[src/dtq_pkg.sv]
// Shared types, codes and constants of the deadline timer queue.
package dtq_pkg;

  localparam int unsigned DefDepth   = 16;
  localparam logic [15:0] RetryReset = 16'd100;
  localparam logic [47:0] Max48      = 48'hFFFF_FFFF_FFFF;

  // Command codes on the request port.
  localparam logic [1:0] CMD_ADD    = 2'd0;
  localparam logic [1:0] CMD_CANCEL = 2'd1;
  localparam logic [1:0] CMD_TICK   = 2'd2;

  // Result kinds and status codes.
  localparam logic [1:0] KIND_FIRED = 2'd0;
  localparam logic [1:0] KIND_REARM = 2'd1;
  localparam logic [1:0] KIND_EMPTY = 2'd2;
  localparam logic [1:0] KIND_ACK   = 2'd3;
  localparam logic [1:0] ST_OK      = 2'd0;
  localparam logic [1:0] ST_FULL    = 2'd1;
  localparam logic [1:0] ST_NOTFND  = 2'd2;

  typedef enum logic [1:0] {OP_ADD, OP_CANCEL, OP_TICK, OP_NOP} op_e;

  typedef enum logic [2:0] {T_NONE, T_INSERT, T_POP, T_REMOVE, T_CLRTAG} tbl_op_e;

  typedef enum logic [2:0] {
    S_IDLE, S_ADD, S_CANCEL, S_TICK, S_TICK_INS, S_REARM, S_ACK
  } state_e;

  typedef struct packed {
    op_e         op;
    logic [7:0]  id;
    logic [47:0] dl;
    logic [31:0] per;
    logic        rep;
    logic [47:0] now;
  } item_t;

  typedef struct packed {
    logic [7:0]  id;
    logic [47:0] dl;
    logic [31:0] per;
    logic        rep;
    logic        tag;
  } ent_t;

  typedef struct packed {
    tbl_op_e op;
    ent_t    ent;
  } tbl_req_t;

  typedef struct packed {
    logic [1:0]  kind;
    logic [1:0]  status;
    logic [7:0]  id;
    logic [47:0] dl;
    logic [47:0] delay;
    logic        last;
  } res_t;

endpackage

[src/dtq_front.sv]
// Front end: classifies requests and holds them in a two-entry queue.
module dtq_front
  import dtq_pkg::*;
(
  input  logic        clk_i,
  input  logic        rst_ni,
  input  logic        push_i,
  input  logic [1:0]  cmd_i,
  input  logic [7:0]  event_id_i,
  input  logic [47:0] deadline_ms_i,
  input  logic [31:0] period_ms_i,
  input  logic        periodic_i,
  input  logic [47:0] now_ms_i,
  input  logic        pop_i,
  output logic        full_o,
  output logic        avail_o,
  output item_t       item_o
);

  item_t      slot_q [2];
  logic       wp_q, rp_q;
  logic [1:0] cnt_q;
  item_t      in_item;

  // Classify the command code.
  always_comb begin
    in_item     = '0;
    in_item.id  = event_id_i;
    in_item.dl  = deadline_ms_i;
    in_item.per = period_ms_i;
    in_item.rep = periodic_i;
    in_item.now = now_ms_i;
    unique case (cmd_i)
      CMD_ADD:    in_item.op = OP_ADD;
      CMD_CANCEL: in_item.op = OP_CANCEL;
      CMD_TICK:   in_item.op = OP_TICK;
      default:    in_item.op = OP_NOP;
    endcase
  end

  // Queue storage.
  always_ff @(posedge clk_i) begin
    if (push_i) begin
      slot_q[wp_q] <= in_item;
    end
  end

  // Queue pointers and fill level.
  always_ff @(posedge clk_i or negedge rst_ni) begin
    if (!rst_ni) begin
      wp_q  <= 1'b0;
      rp_q  <= 1'b0;
      cnt_q <= 2'd0;
    end else begin
      if (push_i) wp_q <= ~wp_q;
      if (pop_i) rp_q <= ~rp_q;
      cnt_q <= cnt_q + {1'b0, push_i} - {1'b0, pop_i};
    end
  end

  assign full_o  = cnt_q[1];
  assign avail_o = (cnt_q != 2'd0);
  assign item_o  = slot_q[rp_q];

endmodule

[config.mk]
export PLATFORM = sky130hd
export DESIGN_NAME = dtq_front
export DESIGN_NICKNAME = d
export VERILOG_FILES = /design/src/dtq_pkg.sv /design/src/dtq_front.sv
export SDC_FILE = /design/constraint.sdc
export NUM_CORES = 1
export LEC_CHECK = 0
export BUFFER_PORTS_ARGS = -buffer_cell sky130_fd_sc_hd__buf_2
export CORE_MARGIN = 1.5
export CORE_UTILIZATION = 52
export CTS_CLUSTER_SIZE = 10
export DETAILED_ROUTE_END_ITERATION = 6
export GPL_TIMING_DRIVEN = 0
export PLACE_DENSITY = 0.78
export SLEW_MARGIN = 20
export SYNTH_ARGS = -nofsm -noshare
export SYNTH_HDL_FRONTEND = slang
export SYNTH_SLANG_ARGS = --single-unit
[constraint.sdc]
create_clock -name clk_i -period 10.18 [get_ports clk_i]
set_input_delay 2.036 -clock clk_i [delete_from_list [all_inputs] [get_ports clk_i]]
set_output_delay 2.036 -clock clk_i [all_outputs]
set_load 0.005 [all_outputs]
# After elaboration in Yosys (flattened, before gate mapping)
# Memories as Yosys holds them, arrays and structs flattened.
# Cells that the tools add are included.
# classes
addsub,2
mul,0
div_mod_pow,0
magnitude_cmp,0
eq_ne,2
n_shift,0
muxes,3
bitwise,2
reduce_logical,2
# op_table
op,count
2-bit one-hot mux with 3 select lines,1
2-bit by 1-bit adder with 2-bit output,1
"2-bit by 1-bit equality test with 1-bit output, second input constant",1
"2-bit equality test, second input constant",1
2-bit zero test,1
1-bit 2-to-1 mux,2
1-bit NOT,2
2-bit nonzero test,1
2-bit by 1-bit subtractor with 2-bit output,1
# word_totals
ff_bits,4
latchBits,0
mem_bits_rw,278
romBits,0
word_cells,15
mem_count,1
# memory_table
memory,depth,width,read_ports,rd_clocked_by_memory_dff,wr,line,source
slot_q,2,139,1,0,1,dtq_front.sv:20,item_t slot_q [2];

# Depth between registers and ports, before layout
# logic_depth
word_depth,2
ltp_mapped,5
mapped_depth_nobuf,5

# Worst setup path after synthesis
# OpenSTA, ideal clock, no wires.
# synth_timing
kind,input port to flip-flop
startpoint,in push_i
endpoint,"mem slot_q[0][0] in the netlist's numbering, enable pin"
arrival_ns,8.054
t_required_ns,9.524
slack_ns,1.470
stages,1
path_buffers,0
cell_sequence,nor2b_1
# synth_via
elab_chain_len,2
# synth_rtl
element,line,source
from (decl),dtq_front.sv:7,"input logic push_i,"
1-bit 2-to-1 mux,dtq_front.sv:43,if (push_i) begin
1-bit 2-to-1 mux (not written as such),dtq_front.sv:44,slot_q[wp_q] <= in_item;
to (decl),dtq_front.sv:20,
# No other way between the ends.

==> results.json <==
{
  "period_needed_ns": 3.84,
  "synth_cell_types": 15,
  "root_buffer": "clkbuf_16",
  "ir_drop_mv": 0.187,
  "tritoncts": "built",
  "path_clk_slew_ns": 0.05,
  "start_kind": "flip-flop",
  "whs_ns": 0.578,
  "syn_nets": 594,
  "synth_top_area_cell": "edfxtp_1",
  "synth_top_area_share_pct": 78.4,
  "pwr_density_cell_nw_per_um2": 279,
  "gp_congestion": 0.768,
  "ys_warn_count": 0,
  "cts.repair_timing.setup_buffer_count": 0,
  "start_util_pct": 52.8,
  "areaGrowthSynthToFinish_pct": 26.9,
  "finish.utilization_pct": 67.0,
  "slew_headroom_pct": 50.4,
  "hold_path.class": "reg2reg",
  "synth_commonest_cells": "edfxtp_1, mux2_4, mux2_2, buf_6",
  "overflow": 0,
  "drv_cap": 0,
  "vias_per_cell": 5.08,
  "finClkSkew_ns": 0.0116,
  "clock_tree.buffer_depth": 3,
  "arrival_ns": 1.80,
  "hold_viol": 0,
  "dr.pass1.iters": 4,
  "ys_seq_area_share_pct": 79.3,
  "core_um2": 20200,
  "dp_hpwl_um": 14100,
  "drtAntennaViolNets": 0,
  "cts_sinks": 282,
  "reg2reg_slack_ns": 8.35,
  "syn_avg_cell_area_um2": 23.7,
  "ctsHoldBuffers": 0,
  "placed_cells": 1007,
  "cp-end-kind": "output port",
  "synth_edf_count": 278,
  "path_class": "reg2out",
  "syn_inst": 449,
  "crit_start": "rp_q",
  "cts-resized-gates": 0,
  "max_freq_ghz": 0.260,
  "cts_inserted_buffers": 34,
  "grt_start_max_net_pins": 59,
  "num_io_pins": 284,
  "synth-seq-cells": 282,
  "total_power_mw": 3.76,
  "wl_um": 20000,
  "reg2reg_from": "wp_q",
  "finalSetupViolations": 0,
  "die_width_um": 146,
  "grt_pass1_wl_um": 30700,
  "clk_latency_ns": 0.49,
  "report.final.slew_viol_count": 0,
  "synth_flop_cell": "edfxtp_1",
  "grt_pass1_vias": 5879,
  "synth_area_um2": 10600,
  "rows": 52,
  "p_leak_nw": 5.42,
  "instances_no_fill": 1055,
  "fp.dieH_um": 146,
  "cts_max_level": 2,
  "rsz0062_at_grt": "false",
  "synthArstFlopShare_pct": 1.42,
  "status": "completed",
  "synth.most_common_cell": "edfxtp_1",
  "drc": 0,
  "crit_end": "item_o[95]",
  "period_share_pct": 37.7,
  "ys_top_cells_by_area": "edfxtp_1, mux2_4, mux2_2, buf_6, dfrtp_1",
  "drive_above_1_share_pct": 61.8,
  "die_area_um2": 21300,
  "vias": 5355,
  "fin_nets": 918,
  "crit_required_ns": 8.14,
  "min_from": "wp_q",
  "portBuffers": 281,
  "r2r_end": "slot_q[0][48]",
  "grt_usage_pct": 18.7,
  "antenna_found_initial": 4,
  "drt_iter0_markers": 266,
  "r2r_cells": 3,
  "wl_per_cell_um": 18.9,
  "worst-path-max-fanout": 10,
  "tightest_slew_ns": 0.742
}
-- layout by cell type, fill, tap and decap left out, drive strengths merged --
master / synthesis / routed
xor3: 1 / 1
edfxtp: 278 / 278
ha: 2 / 2
inv: 2 / 3
dfrtp: 4 / 4
mux2: 139 / 139
xor2: 2 / 2
buf: 16 / 304
clkinv: 0 / 1
nor2b: 1 / 1
and2: 1 / 1
or2: 1 / 1
diode: 0 / 2
clkbuf: 2 / 46
-- worst max-delay path, stage by stage (launching register included) --
cell,delay [ns]
dfrtp_1,0.34
buf_6,0.12
buf_8,0.18
buf_6,0.21
mux2_4,0.31
buf_2,0.14
-- stage by stage --
step | setup WS (ns) | cell area [um^2] | TNS (ns)
finish | 6.34 | 13500 | 0
global route | 6.27 | 13500 | 0
CTS | 6.29 | 13500 | 0
detailed placement | 6.56 | 12600 | 0
global placement | -1.38 | 12400 | -189.85
floorplan | 1.47 | 10600 | 0
-- kinds of logic (layout without fill, tap and decap cells) --
logic type | count (synthesis) | after routing | synth area share (%)
muxes | 139 | 139 | 18.2
DFF | 282 | 282 | 79.3
other | 0 | 2 | 0
and+or+nand+nor | 3 | 3 | 0.176
xor gates and xnor gates | 3 | 3 | 0.388
buffers and inverters | 20 | 354 | 1.63
adders and majority gates | 2 | 2 | 0.235
-- power breakdown --
part	switching, mW	internal, mW	leakage, nW
registers	0.0581	1.54	2.66
logic	0.511	0.621	2.31
clock network	0.402	0.630	0.460
total	0.971	2.79	5.42
-- sequential cells by signal, indices dropped and copies added, names as in the netlist --
register and count:
cnt_q 2, rp_q 1, slot_q 278, wp_q 1
-- metal layers --
| layer | track usage [%] | share of wire (%) | up-vias |
|---|---|---|---|
| met5 | 0 | 0.15 | - |
| met4 | 5.25 | 1.8 | 4 |
| met3 | 7.19 | 9.4 | 40 |
| met2 | 32.9 | 52 | 228 |
| met1 | 21.2 | 37 | 2653 |
| li1 | - | - | 2430 |
-- worst min-delay path by stage --
stage	end	slack, ns	depth (start not counted)
final	wp_q	0.58	1
after global routing	wp_q	0.62	1
after CTS	wp_q	0.59	1
after detailed placement	wp_q	0.58	1
after floorplan	wp_q	0.46	1
after global placement	wp_q	0.47	1
-- area by class of cell --
type / instances / area, um^2
flip-flops and latches: 282 / 8450
fillers: 1343 / 6660
multi-input cells: 147 / 2040
repair buffers: 288 / 1570
clock buffers: 44 / 930
well taps: 270 / 338
plain buffers: 18 / 166
clock inverters: 2 / 12.5
inverters: 2 / 7.51
diodes: 2 / 5.00
Power figures use the tool's default switching activity.
