**config.mk**
```make
export PLATFORM = sky130hd
export DESIGN_NAME = dtq_back
export DESIGN_NICKNAME = d
export VERILOG_FILES = /design/src/dtq_pkg.sv /design/src/dtq_back.sv
export SDC_FILE = /design/constraint.sdc
export NUM_CORES = 1
export LEC_CHECK = 0
export BUFFER_PORTS_ARGS = -buffer_cell sky130_fd_sc_hd__clkbuf_2
export CELL_PAD_IN_SITES_DETAIL_PLACEMENT = 0
export CELL_PAD_IN_SITES_GLOBAL_PLACEMENT = 1
export CORE_MARGIN = 5
export CORE_UTILIZATION = 41
export CTS_BUF_LIST = sky130_fd_sc_hd__clkbuf_4 sky130_fd_sc_hd__clkbuf_8 sky130_fd_sc_hd__clkbuf_16
export CTS_CLUSTER_DIAMETER = 150
export DETAILED_ROUTE_END_ITERATION = 12
export PLACE_DENSITY = 0.85
export REMOVE_ABC_BUFFERS = 1
export SYNTH_ARGS = -nofsm -noshare
export SYNTH_HDL_FRONTEND = slang
export SYNTH_SLANG_ARGS = --single-unit
```
**constraint.sdc**
```tcl
create_clock -name clk_i -period 24.7 [get_ports clk_i]
set_clock_uncertainty 0.1 [all_clocks]
set_input_delay 2.47 -clock clk_i [delete_from_list [all_inputs] [get_ports clk_i]]
set_output_delay 2.47 -clock clk_i [all_outputs]
set_load 0.02 [all_outputs]
```
**src/dtq_pkg.sv**
```systemverilog
// Shared types, codes and constants of the deadline timer queue.
package dtq_pkg;

  localparam int unsigned DefDepth   = 16;
  localparam logic [15:0] RetryReset = 16'd100;
  localparam logic [47:0] Max48      = 48'hFFFF_FFFF_FFFF;

  // Command codes on the request port.
  localparam logic [1:0] CMD_ADD    = 2'd0;
  localparam logic [1:0] CMD_CANCEL = 2'd1;
  localparam logic [1:0] CMD_TICK   = 2'd2;

  // Result kinds and status codes.
  localparam logic [1:0] KIND_FIRED = 2'd0;
  localparam logic [1:0] KIND_REARM = 2'd1;
  localparam logic [1:0] KIND_EMPTY = 2'd2;
  localparam logic [1:0] KIND_ACK   = 2'd3;
  localparam logic [1:0] ST_OK      = 2'd0;
  localparam logic [1:0] ST_FULL    = 2'd1;
  localparam logic [1:0] ST_NOTFND  = 2'd2;

  typedef enum logic [1:0] {OP_ADD, OP_CANCEL, OP_TICK, OP_NOP} op_e;

  typedef enum logic [2:0] {T_NONE, T_INSERT, T_POP, T_REMOVE, T_CLRTAG} tbl_op_e;

  typedef enum logic [2:0] {
    S_IDLE, S_ADD, S_CANCEL, S_TICK, S_TICK_INS, S_REARM, S_ACK
  } state_e;

  typedef struct packed {
    op_e         op;
    logic [7:0]  id;
    logic [47:0] dl;
    logic [31:0] per;
    logic        rep;
    logic [47:0] now;
  } item_t;

  typedef struct packed {
    logic [7:0]  id;
    logic [47:0] dl;
    logic [31:0] per;
    logic        rep;
    logic        tag;
  } ent_t;

  typedef struct packed {
    tbl_op_e op;
    ent_t    ent;
  } tbl_req_t;

  typedef struct packed {
    logic [1:0]  kind;
    logic [1:0]  status;
    logic [7:0]  id;
    logic [47:0] dl;
    logic [47:0] delay;
    logic        last;
  } res_t;

endpackage

```
**src/dtq_back.sv**
```systemverilog
// Back end: sequencer that carries out one request and produces its results.
module dtq_back
  import dtq_pkg::*;
(
  input  logic        clk_i,
  input  logic        rst_ni,
  input  logic        avail_i,
  input  item_t       item_i,
  output logic        pop_o,
  input  logic [15:0] retry_i,
  output tbl_req_t    tbl_o,
  input  ent_t        head_i,
  input  logic        empty_i,
  input  logic        full_i,
  input  logic        found_i,
  output logic        res_valid_o,
  output res_t        res_o
);

  state_e      state_q, state_d;
  item_t       cur_q, cur_d;
  ent_t        fire_q, fire_d;
  logic        rv_q, rv_d;
  res_t        res_q, res_d;
  logic [48:0] sum;

  // Re-insertion deadline, saturated to 48 bits.
  assign sum = {1'b0, cur_q.now} + {17'd0, head_i.per};

  always_comb begin
    state_d = state_q;
    cur_d   = cur_q;
    fire_d  = fire_q;
    rv_d    = 1'b0;
    res_d   = '0;
    pop_o   = 1'b0;
    tbl_o   = '0;
    tbl_o.op = T_NONE;
    unique case (state_q)
      S_IDLE: begin
        if (avail_i) begin
          pop_o = 1'b1;
          cur_d = item_i;
          unique case (item_i.op)
            OP_ADD:    state_d = S_ADD;
            OP_CANCEL: state_d = S_CANCEL;
            OP_TICK:   state_d = S_TICK;
            default:   state_d = S_ACK;
          endcase
        end
      end
      S_ADD: begin
        if (full_i) begin
          rv_d = 1'b1;
          res_d.kind = KIND_ACK;
          res_d.status = ST_FULL;
          res_d.last = 1'b1;
          state_d = S_IDLE;
        end else begin
          tbl_o.op = T_INSERT;
          tbl_o.ent = '{id: cur_q.id, dl: cur_q.dl, per: cur_q.per, rep: cur_q.rep,
                        tag: 1'b0};
          if (empty_i || (head_i.dl > cur_q.dl)) begin
            state_d = S_REARM;
          end else begin
            rv_d = 1'b1;
            res_d.kind = KIND_ACK;
            res_d.last = 1'b1;
            state_d = S_IDLE;
          end
        end
      end
      S_CANCEL: begin
        tbl_o.op = T_REMOVE;
        tbl_o.ent.id = cur_q.id;
        rv_d = 1'b1;
        res_d.kind = KIND_ACK;
        res_d.status = found_i ? ST_OK : ST_NOTFND;
        res_d.last = 1'b1;
        state_d = S_IDLE;
      end
      S_TICK: begin
        if (!empty_i && !head_i.tag && (head_i.dl <= cur_q.now)) begin
          rv_d = 1'b1;
          res_d.kind = KIND_FIRED;
          res_d.id = head_i.id;
          res_d.dl = head_i.dl;
          tbl_o.op = T_POP;
          fire_d = head_i;
          fire_d.dl = sum[48] ? Max48 : sum[47:0];
          fire_d.tag = 1'b1;
          if (head_i.rep) state_d = S_TICK_INS;
        end else begin
          tbl_o.op = T_CLRTAG;
          state_d = S_REARM;
        end
      end
      S_TICK_INS: begin
        tbl_o.op = T_INSERT;
        tbl_o.ent = fire_q;
        state_d = S_TICK;
      end
      S_REARM: begin
        rv_d = 1'b1;
        res_d.last = 1'b1;
        if (empty_i) begin
          res_d.kind = KIND_EMPTY;
        end else begin
          res_d.kind = KIND_REARM;
          res_d.delay = (head_i.dl > cur_q.now) ? (head_i.dl - cur_q.now)
                                                : {32'd0, retry_i};
        end
        state_d = S_IDLE;
      end
      S_ACK: begin
        rv_d = 1'b1;
        res_d.kind = KIND_ACK;
        res_d.last = 1'b1;
        state_d = S_IDLE;
      end
      default: state_d = S_IDLE;
    endcase
  end

  // Control state.
  always_ff @(posedge clk_i or negedge rst_ni) begin
    if (!rst_ni) begin
      state_q <= S_IDLE;
      rv_q    <= 1'b0;
    end else begin
      state_q <= state_d;
      rv_q    <= rv_d;
    end
  end

  // Working item and result payload.
  always_ff @(posedge clk_i) begin
    cur_q  <= cur_d;
    fire_q <= fire_d;
    res_q  <= res_d;
  end

  assign res_valid_o = rv_q;
  assign res_o       = res_q;

endmodule

```
Yosys cells after proc, flatten, opt, wreduce, memory -nomap -nowiden
Cells that the tools add are included.

word-level totals
  flip-flop bits (word level) = 339
  latch bits = 0
  bits in writable memories = 0
  memory bits (read-only) = 0
  bits of input ports = 251
  output and inout bits = 204
  logic and storage cells = 76
  memories = 0

operators by class
  add/subtract/negate cells = 2
  $mul = 0
  divide/modulo/power cells = 0
  magnitude comparators = 3
  equality and inequality tests = 10
  shifts and indexed selects = 0
  mux-type cells = 27
  bitwise operators = 2
  reductions and logical operators = 14

operators by type and width
  cell                                                 count
  one-hot mux 82 bit (2 select lines)                  1
  > comparator 48 bit                                  2
  2-to-1 mux 91 bit                                    1
  adder 48 x 32 -> 49 bit                              1
  <= comparator 48 bit                                 1
  subtractor 48 bit                                    1
  one-hot mux 3 bit (4 select lines)                   2
  one-hot mux 8 bit (3 select lines)                   1
  2-to-1 mux 3 bit                                     6
  2-to-1 mux 16 bit                                    1
  equality test 3 bit, second input constant           3
  one-hot mux 3 bit (3 select lines)                   1
  2-to-1 mux 2 bit                                     4
  equality test 3 x 2 -> 1 bit, second input constant  2
  2-to-1 mux 1 bit                                     6
  one-hot mux 2 bit (3 select lines)                   1
  AND reduction 2 bit                                  3
  OR reduction 3 bit                                   2
  one-hot mux 2 bit (2 select lines)                   1
  OR reduction 2 bit                                   2
  equality test 3 x 1 -> 1 bit, second input constant  1
  zero test 3 bit                                      1
  != test 3 bit, second input constant                 1
  one-hot mux 1 bit (3 select lines)                   1
  9 further kinds                                      12

Depth between registers and ports, before layout
  word-level depth = 5
  mapped depth = 15
  gate-level depth less buffers = 14

Least setup slack after synthesis
Ideal clock, no wire load.

  path type = input-to-output
  from = in avail_i
  to = out pop_o
  arrival = 16.797 ns
  data required time = 22.130 ns
  setup slack = 5.333 ns
  cell stages on the path = 1
  cells stage by stage = nor4b_1

on the way
  longest elaborated chain between the ends = 2

RTL lines
  what              RTL line        RTL
  from (decl)       dtq_back.sv:7   input logic avail_i,
  2-to-1 mux 1 bit  dtq_back.sv:41  if (avail_i) begin
  2-to-1 mux 1 bit  dtq_back.sv:39  unique case (state_q)
  to (decl)         dtq_back.sv:9   output logic pop_o,

Every way passes these cells.

==> results.tsv <==
metric	value	unit
Port Buffers	454	
Die Area	0.04626	mm²
worst slew pin tran	1086	ps
final WL	55220	µm
Seq cells post-synth	339	
largest net degree at the start of global routing	75	
vias in the first global route	14440	
antenna-violating nets left	0	
CTS Root Cell	clkbuf_16	
DP HPWL	43520	µm
Post-Place Cells	2541	
final net count	2423	
Relative slew margins	25.72	%
CTS Buf Count	38	
fraction of registers with async set/reset	1.180	%
Area Overhead vs Synth	23.81	%
fin worst setup slack	16150	ps
clock sink count	339	
Antenna Cells	0	
Clk pin slew, worst setup/hold paths	60	ps
Std-Cell Rows	75	
TNS Setup	0	ps
Mapped Area	0.01724	mm²
initial antenna violation count	1	
Ports	455	
Tot GR Track Use	23.21	%
first-pass GRT wire length	84280	µm
top_reg_cell synth	edfxtp_1	
Core Area	0.04176	mm²
Post-synth EDFFs	226	
Max FO, Critical Path	36	
maxcap violations	0	
Clock Latency Late Sink	550	ps
Worst VDD drop	0.08127	mV
Leakage Power	9.732	nW
Congestion Overflow GR	0	
register area share after synthesis	52.59	%
Worst Hold Slack	498.4	ps
fin area	0.02135	mm²
CTS tree	built	
Period minus WS final	8545	ps
routed wl met3	3875	µm
Worst Hold Class	reg -> reg	
pwr dens	99.50	mW/mm²
cts hold-fix bufs	0	
Vias	14020	
routed len/inst	21.15	µm
Fmax achieved	0.1170	GHz
CP endpoint kind	primary output	
Req. time, crit path	22130	ps
share of cells above drive strength 1	26.59	%
Area after DPL	0.02000	mm²
Die Width	215.1	µm
Core Util, Final	51.13	%
Worst Setup Path Type	in -> out	
Highest Signal Layer	met5	
dpl ws	16230	ps
library cells used by synthesis	69	
Final Max Tran Viols	0	
Die Span Y	215.1	µm
Filler Cell Count	3752	
Post-route DRC	0	
Starting DRT DRC Count	985	
CP startpoint kind	primary input	
fin crit share	34.60	%
Setup Viol. Count Final	0	
crit path DAT	5980	ps
Non-Filler Instances	2611	
Gate Count Post-Synth	1601	
Post-CTS Setup Inserts	0	
area of the multi-input gates	0.007416	mm²
met2 WL	25900	µm
sequential cell area	0.009069	mm²
average size of a mapped cell	10.77	µm²
status	complete, no violations	
Clock Path Buffers	3	
Via density	5.368	
final hold viol count	0	
H-tree depth reported by CTS	2	
Synth Warn #	0	
Initial DRT Pass Iterations	5	
RSZ-0062 raised after global routing	no	
Routed met1 length	23850	µm
post_cts resized	0	
Final Wtd Congestion	0.9164	
total power draw	2.124	mW
starting density of the core	41.29	%
-- area by class of cell --
cell class / instances / area share [%]
Clock buffer: 51 / 5.245
Clock inverter: 19 / 1.067
Inverter: 127 / 2.256
Multi-Input combinational cell: 1070 / 34.73
Sequential cell: 339 / 42.48
Tap cell: 539 / 3.159
Timing Repair Buffer: 466 / 11.06
-- synthesized netlist by cell type (4+ instances only) --
cell	n	area [µm²]
dfxtp_1	109	2182
nand3_1	31	155.2
a221oi_1	6	52.55
a22o_1	89	779.5
o21bai_1	13	97.59
o31ai_1	5	37.54
or2_2	5	31.28
dfrtp_1	4	100.1
nand2_1	104	390.4
nor3_1	22	110.1
a211o_1	4	35.03
xor2_1	34	297.8
a211oi_1	6	45.04
o21a_1	19	142.6
a31oi_1	12	75.07
nor2_1	110	412.9
nor2b_1	20	125.1
a21oi_1	122	610.6
nor4_1	8	50.05
nand4_1	25	156.4
o2bb2ai_1	4	35.03
and3_1	16	100.1
ha_1	128	1602
nor3b_1	4	30.03
buf_2	4	20.02
xnor2_1	37	324.1
clkbuf_1	55	206.5
edfxtp_1	226	6787
o31a_1	5	43.79
a21o_1	47	352.8
buf_6	6	67.56
and2_1	61	381.6
o21ai_0	65	325.3
or4_1	4	30.03
inv_1	126	473.0
nand2b_1	12	75.07
-- worst max-delay path: stages --
cell and delay [ps]:
clkbuf_2 100, inv_1 130, ha_1 210, fa_1 200, nand2b_1 150, a211oi_1 80, a211oi_1 570, o21ai_0 430
a2111oi_2 490, nor3b_1 150, o21ai_4 140, buf_4 350, nand2_1 150, a21oi_1 170, clkbuf_2 180
-- sequential cells by signal, indices dropped and copies added (netlist names) --
register / count
cur_q: 137
fire_q: 89
res_o: 109
res_valid_o: 1
state_q: 3
-- cell usage in the layout, fill, tap and decap left out, types with 20 or more instances in the layout --
cell,n
clkbuf_2,454
edfxtp_1,226
ha_1,128
inv_1,126
a21oi_1,122
nor2_1,110
dfxtp_1,109
nand2_1,104
a22o_1,89
o21ai_0,65
and2_1,60
a21o_1,47
clkbuf_16,41
xnor2_1,37
xor2_1,34
nand3_1,31
nand4_1,25
nor3_1,21
nor2b_1,20
-- logic make-up (layout without fill, tap and decap cells) --
kind of cell	after synthesis	in the layout	share of synthesized area, %
compound gates	437	437	17.39
xor+xnor	71	71	3.606
fa+ha+maj	130	130	9.520
buf+inv	192	663	4.484
flops	339	339	52.59
mux	3	3	0.1886
simple gates	429	429	12.22
-- power breakdown --
| part | internal [mW] | leakage, nW | switching [mW] |
|---|---|---|---|
| Combinational | 0.280 | 6.05 | 0.497 |
| Clock | 0.372 | 0.668 | 0.231 |
| Sequential | 0.706 | 3.01 | 0.0387 |
| Total | 1.36 | 9.73 | 0.767 |
-- worst paths after layout --
path	from	end	slack (ps)	cells after the start
worst max register to register	cur_q[0]	fire_q[58]	19290	14
worst min-delay path	cur_q[44]	fire_q[78]	500	1
min in group asynchronous	rst_ni	state_q[2]	1630	1
max in group asynchronous	rst_ni	state_q[1]	22730	1
worst min register to register	cur_q[44]	fire_q[78]	500	1
worst max-delay path	head_i[34]	tbl_o[91]	16150	15
-- per-layer routing --
metal | GRT usage (%) | up-vias
li1 | - | 6729
met5 | 0 | -
met1 | 30.29 | 6690
met2 | 38.83 | 507
met4 | 7.254 | 2
met3 | 5.108 | 89
No activity file was read; power rests on OpenSTA's default activity.
